File: src/rtl/swrf_pkg.sv
package swrf_pkg;

   // Store geometry and sample width
   localparam int WINDOW_MAX  = 16;
   localparam int SAMPLE_BITS = 16;
   localparam int IDX_BITS    = $clog2(WINDOW_MAX);
   localparam int CNT_BITS    = $clog2(WINDOW_MAX + 1);

   // Register file layout
   localparam int CSR_IDX_BITS  = 2;
   localparam int CSR_DATA_BITS = 5;
   localparam int LEN_BITS      = 5;
   localparam int RANK_BITS     = 4;

   localparam logic [CSR_IDX_BITS-1:0] CSR_WINDOW_LEN = 2'd0;
   localparam logic [CSR_IDX_BITS-1:0] CSR_RANK_INDEX = 2'd1;

   localparam logic [LEN_BITS-1:0]  WINDOW_LEN_RESET = 5'd9;
   localparam logic [RANK_BITS-1:0] RANK_INDEX_RESET = 4'd4;

   typedef logic signed [SAMPLE_BITS-1:0] sample_type;
   typedef logic [IDX_BITS-1:0]           idx_type;
   typedef logic [CNT_BITS-1:0]           cnt_type;

   // Outcome of one compare of a window element against the candidate
   typedef struct packed {
      logic lt;
      logic eq;
   } cmp_result_type;

endpackage

File: src/rtl/swrf_mem.sv
module swrf_mem (
   input  logic                 clock,
   input  logic                 wr_en,
   input  swrf_pkg::idx_type    wr_addr,
   input  swrf_pkg::sample_type wr_data,
   input  swrf_pkg::idx_type    rd_addr,
   output swrf_pkg::sample_type rd_data
);
   import swrf_pkg::*;

   sample_type mem_ff [WINDOW_MAX];
   sample_type rd_data_ff;

   // One write port, one registered read port
   always_ff @(posedge clock) begin
      if (wr_en) begin
         mem_ff[wr_addr] <= wr_data;
      end
      rd_data_ff <= mem_ff[rd_addr];
   end

   assign rd_data = rd_data_ff;

endmodule

File: src/rtl/swrf_cmp.sv
module swrf_cmp (
   input  swrf_pkg::sample_type     elem,
   input  swrf_pkg::sample_type     cand,
   output swrf_pkg::cmp_result_type result
);
   import swrf_pkg::*;

   // Two's complement signed order of element against candidate
   always_comb begin
      result.lt = (elem < cand);
      result.eq = (elem == cand);
   end

endmodule

File: src/rtl/sliding_window_rank_filter.sv
// Channel | Direction | Ports
// req     | in        | req_valid, req_ready, req_sample
// rsp     | out       | rsp_valid, rsp_ready, rsp_ranked_value
// csr     | in        | csr_valid, csr_ready, csr_index, csr_wdata
//
// Each window element in turn is taken as a candidate and compared with every
// window element through one shared comparator, one compare per cycle, until a
// candidate's less-than and less-or-equal counts bracket the rank.
// Each candidate is read from the store, loaded, then compared across the window;
// the single store read port serves both the candidate and the window elements.
// Synchronous reset clears control state; the store needs no clearing pass.
// req_ready is low while an item is in progress; a stalled result holds the
// sequencer until rsp_ready, the csr channel is always ready.
module sliding_window_rank_filter (
   input  logic                                clock,
   input  logic                                reset,
   input  logic                                req_valid,
   output logic                                req_ready,
   input  swrf_pkg::sample_type                req_sample,
   output logic                                rsp_valid,
   input  logic                                rsp_ready,
   output swrf_pkg::sample_type                rsp_ranked_value,
   input  logic                                csr_valid,
   output logic                                csr_ready,
   input  logic [swrf_pkg::CSR_IDX_BITS-1:0]   csr_index,
   input  logic [swrf_pkg::CSR_DATA_BITS-1:0]  csr_wdata
);
   import swrf_pkg::*;

   localparam logic [2:0] S_IDLE = 3'd0;
   localparam logic [2:0] S_RDC  = 3'd1;
   localparam logic [2:0] S_LDC  = 3'd2;
   localparam logic [2:0] S_CMP  = 3'd3;
   localparam logic [2:0] S_OUT  = 3'd4;

   logic [2:0]           state_ff, state_in;
   logic [LEN_BITS-1:0]  window_len_ff;
   logic [RANK_BITS-1:0] rank_index_ff;
   idx_type              oldest_ff;
   idx_type              newest_ff;
   cnt_type              fill_ff;
   sample_type           first_ff;
   cnt_type              len_m1_ff;
   cnt_type              rank_ff;
   idx_type              cand_idx_ff, cand_idx_in;
   idx_type              cmp_idx_ff, cmp_idx_in;
   cnt_type              less_ff, less_in;
   cnt_type              le_ff, le_in;
   sample_type           cand_ff, cand_in;
   logic                 rd_live_ff;
   logic                 rsp_valid_ff, rsp_valid_in;
   sample_type           rsp_data_ff;

   logic                 accept;
   cnt_type              len_eff;
   cnt_type              rank_eff;
   idx_type              rd_age;
   idx_type              rd_addr;
   sample_type           rd_data;
   sample_type           rd_value;
   cmp_result_type       cmp_res;
   logic                 last_cmp;
   logic                 found;
   logic                 out_free;

   assign accept    = req_valid && req_ready;
   assign req_ready = (state_ff == S_IDLE);
   assign csr_ready = 1'b1;
   assign out_free  = !rsp_valid_ff || rsp_ready;

   // Clamp window length to 1..WINDOW_MAX and the rank to the window
   always_comb begin
      if (window_len_ff == '0) begin
         len_eff = cnt_type'(1);
      end else if (32'(window_len_ff) > WINDOW_MAX) begin
         len_eff = cnt_type'(WINDOW_MAX);
      end else begin
         len_eff = cnt_type'(window_len_ff);
      end
      if (cnt_type'(rank_index_ff) >= len_eff) begin
         rank_eff = len_eff - cnt_type'(1);
      end else begin
         rank_eff = cnt_type'(rank_index_ff);
      end
   end

   // Read address: age counted back from the newest slot, modulo the store
   assign rd_age = (state_ff == S_RDC) ? cand_idx_ff : cmp_idx_in;
   always_comb begin
      if (newest_ff >= rd_age) begin
         rd_addr = newest_ff - rd_age;
      end else begin
         rd_addr = idx_type'(32'(newest_ff) + WINDOW_MAX - 32'(rd_age));
      end
   end

   swrf_mem u_mem (
      .clock   (clock),
      .wr_en   (accept),
      .wr_addr (oldest_ff),
      .wr_data (req_sample),
      .rd_addr (rd_addr),
      .rd_data (rd_data)
   );

   // Slots older than the fill count still hold the first sample
   assign rd_value = rd_live_ff ? rd_data : first_ff;

   swrf_cmp u_cmp (
      .elem   (rd_value),
      .cand   (cand_ff),
      .result (cmp_res)
   );

   // Counts including the current compare bracket the rank
   assign last_cmp = (cnt_type'(cmp_idx_ff) == len_m1_ff);
   assign found    = ((less_ff + cnt_type'(cmp_res.lt)) <= rank_ff) &&
                     (rank_ff < (le_ff + cnt_type'(cmp_res.lt || cmp_res.eq)));

   // Sequencer
   always_comb begin
      state_in     = state_ff;
      cand_idx_in  = cand_idx_ff;
      cmp_idx_in   = cmp_idx_ff;
      less_in      = less_ff;
      le_in        = le_ff;
      cand_in      = cand_ff;
      rsp_valid_in = rsp_valid_ff && !rsp_ready;
      unique case (state_ff)
         S_IDLE: begin
            cmp_idx_in = '0;
            if (accept) begin
               cand_idx_in = '0;
               state_in    = S_RDC;
            end
         end
         S_RDC: begin
            cmp_idx_in = '0;
            state_in   = S_LDC;
         end
         S_LDC: begin
            cand_in    = rd_value;
            less_in    = '0;
            le_in      = '0;
            cmp_idx_in = '0;
            state_in   = S_CMP;
         end
         S_CMP: begin
            if (cmp_res.lt) begin
               less_in = less_ff + cnt_type'(1);
            end
            if (cmp_res.lt || cmp_res.eq) begin
               le_in = le_ff + cnt_type'(1);
            end
            cmp_idx_in = cmp_idx_ff + idx_type'(1);
            if (last_cmp) begin
               if (found) begin
                  state_in = S_OUT;
               end else begin
                  cand_idx_in = cand_idx_ff + idx_type'(1);
                  state_in    = S_RDC;
               end
            end
         end
         S_OUT: begin
            cmp_idx_in = '0;
            if (out_free) begin
               rsp_valid_in = 1'b1;
               state_in     = S_IDLE;
            end
         end
         default: begin
            state_in = S_IDLE;
         end
      endcase
   end

   // Control registers
   always_ff @(posedge clock) begin
      if (reset) begin
         state_ff      <= S_IDLE;
         rsp_valid_ff  <= 1'b0;
         window_len_ff <= WINDOW_LEN_RESET;
         rank_index_ff <= RANK_INDEX_RESET;
         oldest_ff     <= '0;
         fill_ff       <= '0;
      end else begin
         state_ff     <= state_in;
         rsp_valid_ff <= rsp_valid_in;
         if (csr_valid && csr_ready) begin
            if (csr_index == CSR_WINDOW_LEN) begin
               window_len_ff <= LEN_BITS'(csr_wdata);
            end else if (csr_index == CSR_RANK_INDEX) begin
               rank_index_ff <= RANK_BITS'(csr_wdata);
            end
         end
         if (accept) begin
            if (32'(oldest_ff) == WINDOW_MAX - 1) begin
               oldest_ff <= '0;
            end else begin
               oldest_ff <= oldest_ff + idx_type'(1);
            end
            if (32'(fill_ff) < WINDOW_MAX) begin
               fill_ff <= fill_ff + cnt_type'(1);
            end
         end
      end
   end

   // Datapath registers
   always_ff @(posedge clock) begin
      cand_idx_ff <= cand_idx_in;
      cmp_idx_ff  <= cmp_idx_in;
      less_ff     <= less_in;
      le_ff       <= le_in;
      cand_ff     <= cand_in;
      rd_live_ff  <= (cnt_type'(rd_age) < fill_ff);
      if (accept) begin
         newest_ff <= oldest_ff;
         len_m1_ff <= len_eff - cnt_type'(1);
         rank_ff   <= rank_eff;
         if (fill_ff == '0) begin
            first_ff <= req_sample;
         end
      end
      if (state_ff == S_OUT && out_free) begin
         rsp_data_ff <= cand_ff;
      end
   end

   assign rsp_valid        = rsp_valid_ff;
   assign rsp_ranked_value = rsp_data_ff;

   // A new result appears only from the output step
   assert property (@(posedge clock) disable iff (reset)
      $rose(rsp_valid_ff) |-> $past(state_ff == S_OUT))
      else $error("result raised outside output step");

   // Compare index never runs past the window
   assert property (@(posedge clock) disable iff (reset)
      (state_ff == S_CMP) |-> (cnt_type'(cmp_idx_ff) <= len_m1_ff))
      else $error("compare index beyond window");

   // Less-or-equal count always covers the less-than count
   assert property (@(posedge clock) disable iff (reset)
      (state_ff == S_CMP) |-> (le_ff >= less_ff))
      else $error("rank counts inconsistent");

   // An accepted item starts the candidate scan
   assert property (@(posedge clock) disable iff (reset)
      accept |=> (state_ff == S_RDC) && (cand_idx_ff == '0))
      else $error("scan did not start after accept");

endmodule

File: config.mk
export PLATFORM = sky130hd
export DESIGN_NAME = sliding_window_rank_filter
export DESIGN_NICKNAME = d
export VERILOG_FILES = /design/src/rtl/swrf_pkg.sv /design/src/rtl/swrf_mem.sv /design/src/rtl/swrf_cmp.sv /design/src/rtl/sliding_window_rank_filter.sv
export SDC_FILE = /design/constraint.sdc
export NUM_CORES = 1
export LEC_CHECK = 0
export BUFFER_PORTS_ARGS = -buffer_cell sky130_fd_sc_hd__buf_2
export CAP_MARGIN = 20
export CORE_MARGIN = 4
export CORE_UTILIZATION = 55
export DETAILED_ROUTE_END_ITERATION = 10
export GPL_TIMING_DRIVEN = 0
export PLACE_DENSITY = 0.81
export SLEW_MARGIN = 20
export SYNTH_ARGS = -nofsm -noshare
export SYNTH_HDL_FRONTEND = slang
export SYNTH_SLANG_ARGS = --single-unit
File: constraint.sdc
create_clock -name clock -period 9.2 [get_ports clock]
set_input_delay 1.84 -clock clock [delete_from_list [all_inputs] [get_ports clock]]
set_output_delay 1.84 -clock clock [all_outputs]
set_load 0.01 [all_outputs]
# Yosys cells after proc, flatten, opt, wreduce, memory -nomap -nowiden
# Memories as Yosys holds them, arrays and structs flattened. A register that Yosys moved wholly into a read port is not among the register bits.
# Cells that the tools add are included.
dict set report classes {
  n_addsub 12
  order_cmp 8
  n_eq_ne 14
  muxes 25
  n_bitwise 1
  reduce_logical 23
}
# operator n
set ops {}
lappend ops {{2-to-1 mux 4 bit} 7}
lappend ops {{2-to-1 mux 5 bit} 4}
lappend ops {{case mux 5 bit (2 select lines)} 2}
lappend ops {{adder 4 x 1 -> 4 bit (second input constant)} 4}
lappend ops {{equality test 16 bit} 1}
lappend ops {{< comparator 16 bit} 1}
lappend ops {{2-to-1 mux 16 bit} 1}
lappend ops {{case mux 4 bit (2 select lines)} 2}
lappend ops {{adder 5 x 1 -> 5 bit (second input constant)} 3}
lappend ops {{case mux 3 bit (5 select lines)} 1}
lappend ops {{2-to-1 mux 3 bit} 4}
lappend ops {{adder 5 x 1 -> 5 bit} 2}
lappend ops {{zero test 5 bit} 2}
lappend ops {{inequality test 2 bit (second input constant)} 5}
lappend ops {{AND reduction 2 bit} 5}
lappend ops {{subtractor 4 bit} 2}
lappend ops {{equality test 3 x 2 -> 1 bit (second input constant)} 2}
lappend ops {{AND reduction 3 bit} 2}
lappend ops {{equality test 4 x 5 -> 1 bit} 1}
lappend ops {{greater-or-equal comparator 4 x 5 -> 1 bit} 1}
lappend ops {{greater-than comparator 5 bit (second input constant)} 1}
lappend ops {{<= comparator 5 bit} 1}
lappend ops {{< comparator 4 x 5 -> 1 bit} 1}
lappend ops {{< comparator 5 bit} 1}
lappend ops {{other kinds (18)} 27}
dict set report word_totals {
  register_bits 103
  ram_bits 256
  inputBits 28
  word_cells 102
  n_memories 1
}
# name depth width read_ports rd_ports_with_merged_regs write_ports line
set memory_table {}
lappend memory_table {u_mem.mem_ff 16 16 1 1 1 swrf_mem.sv:11} ;# sample_type mem_ff [WINDOW_MAX];

# Logic depth before layout (Yosys ltp)
dict set report depth {
  depth_word 9
  depth_mapped 20
  mapped_depth_nobuf 17
}

# Hierarchy
# From an unflattened synthesis, not the netlist that was laid out.
dict set report hier_totals {
  hier_cells 875
  area_unflattened_um2 15237.1
}
# module instances cells_per_inst area_per_inst_um2 seq_area_each_um2
set by_module_without_submodules {}
lappend by_module_without_submodules {swrf_mem 1 432 10043.4 8007.7}
lappend by_module_without_submodules {sliding_window_rank_filter 1 383 4773.3 2822.7}
lappend by_module_without_submodules {swrf_cmp 1 60 420.4 0.0}

# Least setup slack after synthesis
# OpenSTA, ideal clock, no wires.
dict set report synth_path {
  path_kind {register to register}
  startpoint {register rd_live_ff}
  endpoint {register cand_idx_ff[0] (enable)}
  setup_ps 373
  arrival_ps 4388
  path_slack_ps 4440
  path_stages_with_launch 20
  path_buffers 3
  synth_period_minus_slack_ps 4760
  path_cell_list {dfxtp_1 clkbuf_1 buf_1 mux2_2 ha_1 nand4_1 nor3_1 a21boi_0 or4_1 clkbuf_1 mux2i_1 ha_1 ha_1 ha_1 nor2b_1 o21a_1 o21ai_0 a21oi_1 nor3_1 o31ai_1}
}
dict set report synth_between {
  elab_chain_len 8
}
# element line
set synth_rtl {}
lappend synth_rtl {{start, declared} sliding_window_rank_filter.sv:50} ;# logic rd_live_ff;
lappend synth_rtl {{start signal, assigned} sliding_window_rank_filter.sv:217} ;# rd_live_ff <= (cnt_type'(rd_age) < fill_ff);
lappend synth_rtl {{2-to-1 mux 16 bit *} sliding_window_rank_filter.sv:107} ;# assign rd_value = rd_live_ff ? rd_data : first_ff;
lappend synth_rtl {{net rd_value[15]} sliding_window_rank_filter.sv:60} ;# sample_type rd_value;
lappend synth_rtl {{< comparator 16 bit or equality test 16 bit (tied branches)} {swrf_cmp.sv:10, swrf_cmp.sv:11}}
lappend synth_rtl {{logical OR 1 bit} sliding_window_rank_filter.sv:118} ;# (rank_ff < (le_ff + cnt_type'(cmp_res.lt || cmp_res.eq)));
lappend synth_rtl {{adder 5 x 1 -> 5 bit} sliding_window_rank_filter.sv:118}
lappend synth_rtl {{< comparator 5 bit} sliding_window_rank_filter.sv:118}
lappend synth_rtl {{logical AND 1 bit *} sliding_window_rank_filter.sv:117} ;# assign found = ((less_ff + cnt_type'(cmp_res.lt)) <= rank_ff) &&
lappend synth_rtl {{inequality test 2 bit (no line) *} -}
lappend synth_rtl {{AND reduction 4 bit (no line) *} -}
lappend synth_rtl {{end signal, assigned} sliding_window_rank_filter.sv:212} ;# cand_idx_ff <= cand_idx_in;
lappend synth_rtl {{end, declared} sliding_window_rank_filter.sv:45} ;# idx_type cand_idx_ff, cand_idx_in;
# The timed path passes the listed nets; every way through them passes the cells marked *.
# A chain may end at the register's enable or synchronous reset.

# Worst setup path in the final report
# Ends and elaborated chain as after synthesis.

==> reports/summary.txt <==
========================================================================================
Crit-path leading delay family ............................................ buffers and inverters
Average instance area after synthesis .....................................    16.62 µm²
Count of max-cap constraint violations ....................................            0
Worst-path fanout max .....................................................           10
Asr flop ratio synth ......................................................           0%
Areal power density over the cells ........................................ 260.4 nW/µm²
Yosys synthesis warning count .............................................            0
Leak pwr ..................................................................  0.006244 µW
Vias/cell .................................................................        5.961
Vertical die dimension ....................................................     175.0 µm
Initial antenna violation count ...........................................            0
Maximum root-to-sink buffer count .........................................            3
Filler instances ..........................................................        1,807
Data arrival time at the worst-slack endpoint .............................      5930 ps
Portion of synthesized cell area occupied by the leading cell type ........       64.99%
Worst-case headroom to the max-slew limit .................................       35.14%
CTS H-tree depth ..........................................................            2
Antenna Nets Post-Route ...................................................            0
Longest individual stage delay on the worst path ..........................       630 ps
Transition time of the tightest slew-check pin ............................     970.8 ps
Cell with the most instances after synthesis ..............................     edfxtp_1
DR DRC count ..............................................................            0
Nets ......................................................................        1,106
Share of total power in combinational logic ...............................        21.1%
Met3 Wirelength ...........................................................      2803 µm
Setup fix buffers added after clock tree synthesis ........................            0
Number of hold buffers added after CTS ....................................            0
Root Driver ...............................................................    clkbuf_16
Reg2reg start ............................................................. rd_live_ff$_DFF_P_
Kind of capture point of the worst setup path .............................         flop
Top cells by area, synth .................................................. edfxtp_1 (65%), mux4_2 (9.4%), dfxtp_1 (5.6%)
Highest metal layer used by the detailed router ...........................         met4
Top cell types by occurrence after synthesis .............................. edfxtp_1 (332), nand2_1 (85), mux4_2 (64)
RSZ-0062 raised after global routing ......................................        false
Crit path required time ...................................................      9360 ps
Number of standard cells after synthesis ..................................          923
Number of diodes ..........................................................            0
Leading area contributor after synthesis ..................................     edfxtp_1
Final Hold Viols ..........................................................            0
First element of the critical path ........................................ rd_live_ff$_DFF_P_
GP Congestion .............................................................       0.8360
Fraction of final layout cells sized beyond drive strength 1 ..............       21.78%
DRT met1 WL ...............................................................    13,120 µm
Primary flip-flop cell chosen by synthesis mapping ........................     edfxtp_1
DR vias ...................................................................        8,512
Metal2 WL .................................................................    16,730 µm
Standard-cell row count ...................................................           60
CTS buffer count ..........................................................           37
Hold Crit Start ........................................................... oldest_ff[2]$_SDFFE_PP0P_
Hold crit path type .......................................................      reg2reg
Combined global-route utilization of all metal layers .....................       22.32%
Power consumption .........................................................      4585 µW
Final critical-path share of the clock period .............................       62.69%
Number of storage elements in the synthesis netlist .......................          375
Crit start category .......................................................         flop
Clk sinks .................................................................          375
Die Area ..................................................................   30,630 µm²
Yosys cell types ..........................................................           50
Sequential area share after synthesis .....................................       70.60%
Aggregate global routing overflow .........................................            0
Core area .................................................................   27,180 µm²
Synth-to-layout area growth ...............................................       14.80%
Final Max Tran Viols ......................................................            0
Worst path depth ..........................................................           19
Drt first-iter violations .................................................          904
Initial standard-cell utilization of the core .............................       56.45%
Via count of the first global-routing pass ................................        8,587
Post-Route Skew ...........................................................     20.18 ps
Worst IR drop on VDD ......................................................     176.9 µV
Die width .................................................................     175.0 µm
Cells along the critical path ............................................. clkbuf_1, buf_1, mux2_2, ha_1, nand4_1, nor3_1, a21boi_0, or4_1, clkbuf_1, mux2i_1, ha_1, ha_1, ha_1, nor2b_1, o21a_1, o21ai_0, a21oi_1, nor3_1, o31ai_1
Status .................................................................... finished clean
Pin count of the biggest net entering global routing ......................           22
Input/output buffers ......................................................           45
Cell with the largest stage delay on the worst path .......................        buf_1
Number of top-level pins ..................................................           47
Setup violations, final ...................................................            0
Total half-perimeter wirelength after legalization and detailed placement .    21,910 µm
Clock tree from TritonCTS .................................................        built
Max Freq ..................................................................    173.4 MHz
P_int .....................................................................      3350 µW
Number of cells upsized or downsized after cts ............................            0
CP most frequent cell .....................................................         ha_1
Sum of negative setup slack ...............................................         0 ps
Total length of routed wires ..............................................    33,610 µm
Number of buffers and inverters on the critical path ......................            3
EDFF count, synth .........................................................          332
Number of nets in the synthesized netlist .................................        1,002
Final min period ..........................................................      5767 ps
Netlist area before placement .............................................   15,340 µm²
Worst hold stages .........................................................            0
Routed wirelength normalized by instance count ............................     23.53 µm
Worst reg-to-reg path cell count ..........................................           19
First-pass GRT wire length ................................................    51,610 µm
Worst skew pair latency ...................................................       540 ps
First drt pass iteration count ............................................            5
Power spent charging and discharging nets .................................      1236 µW
Sequential share of power .................................................        44.1%
Switching Share ...........................................................       26.94%
Clock slew seen by the registers of the worst setup and hold paths ........        60 ps
Portion of total power attributed to the clock network ....................        34.8%
Worst setup path category .................................................      reg2reg
========================================================================================
==> cells by family (layout without fill, tap and decap cells) <==
group                      after synthesis  in the layout  synth area share, %
DFF                                    375            375                70.60
and+or+nand+nor                        224            224                6.713
muxes                                   95             95                11.58
buffers and inverters                   78            211                2.088
AOI/OAI and AO/OA                       71             71                3.092
adders and majority gates               51             51                4.209
xor gates and xnor gates                28             28                1.688
other                                    1              1              0.02445
==> cells in the final DEF (no fill, tap or decap), types with 9 or more instances in the layout <==
master     count
edfxtp_1     332
nand2_1       85
mux4_2        64
buf_2         52
ha_1          50
nor2_1        43
dfxtp_1       43
inv_1         39
clkbuf_16     37
clkbuf_1      30
mux2_2        20
and3_1        20
xnor2_1       17
a21oi_1       17
a31oi_1       16
nand2b_1      14
nor2_2        13
nand3_1       13
mux2i_1       11
xor2_1        10
buf_8         10
buf_4          9
==> stage by stage <==
step	instance area (µm²)	std cells	hold slack (ps)	util, %	setup WS, ps
after floorplan	15340	923	406.4	-	4440
after global placement	16030	1340	412.8	58.99	3467
after detailed placement	16320	1360	418.6	60.04	3472
after CTS	17610	1428	448.5	64.80	3413
after global routing	17610	1428	454.1	64.80	3050
final	17610	1428	447.7	64.80	3433
==> area by class of cell <==
| type | instances | area, µm² | area share, % |
|---|---|---|---|
| sequential | 375 | 10830 | 61.50 |
| clock inverter | 23 | 337.8 | 1.918 |
| timing repair buffer | 65 | 457.9 | 2.601 |
| buffer | 38 | 170.2 | 0.9663 |
| tap | 372 | 465.4 | 2.643 |
| clock buffer | 45 | 955.9 | 5.428 |
| multi-input combinational | 470 | 4242 | 24.09 |
| inverter | 40 | 150.1 | 0.8526 |
==> worst register-to-register path: stages (launching register included) <==
cell and delay [ps]:
dfxtp_1 330, clkbuf_1 420, buf_1 630, mux2_2 440
ha_1 380, nand4_1 180, nor3_1 290, a21boi_0 250
or4_1 160, clkbuf_1 200, mux2i_1 260, ha_1 210
ha_1 230, ha_1 290, nor2b_1 130, o21a_1 120
o21ai_0 70, a21oi_1 180, nor3_1 120, o31ai_1 530
==> power by group through the flow <==
stage	sequential [µW]	clock [µW]	combinational (µW)
3_3_place_gp	2050	0	914
6_report	2020	1600	970
2_1_floorplan	2040	0	663
3_5_place_dp	2050	0	941
4_1_cts	2020	1610	966
5_1_grt	2030	1690	1050
==> path summary, 6_finish.rpt <==
check / to / slack, ps
worst max-delay path: cand_idx_ff[0]$_SDFFCE_PP0P_ / 3430
worst min-delay path: newest_ff[2]$_DFFE_PP_ / 450
worst max register to register: cand_idx_ff[0]$_SDFFCE_PP0P_ / 3430
worst min register to register: newest_ff[2]$_DFFE_PP_ / 450
==> registers in the layout, indices dropped and copies added (netlist names), 4 cells and up <==
name / cells
le_ff: 5
less_ff: 5
newest_ff: 4
u_mem.rd_data: 16
oldest_ff: 4
rank_index_ff: 4
cmp_idx_ff: 4
len_m1_ff: 5
rank_ff: 5
window_len_ff: 5
cand_idx_ff: 4
u_mem.mem_ff: 256
first_ff: 16
fill_ff: 5
rsp_ranked_value: 16
cand_ff: 16
==> routing by layer <==
layer	GRT usage, %	vias to the layer above
li1	-	3739
met1	29.79	4273
met2	37.34	420
met3	4.695	80
met4	7.038	0
met5	0	-
Power figures use the tool's default switching activity.
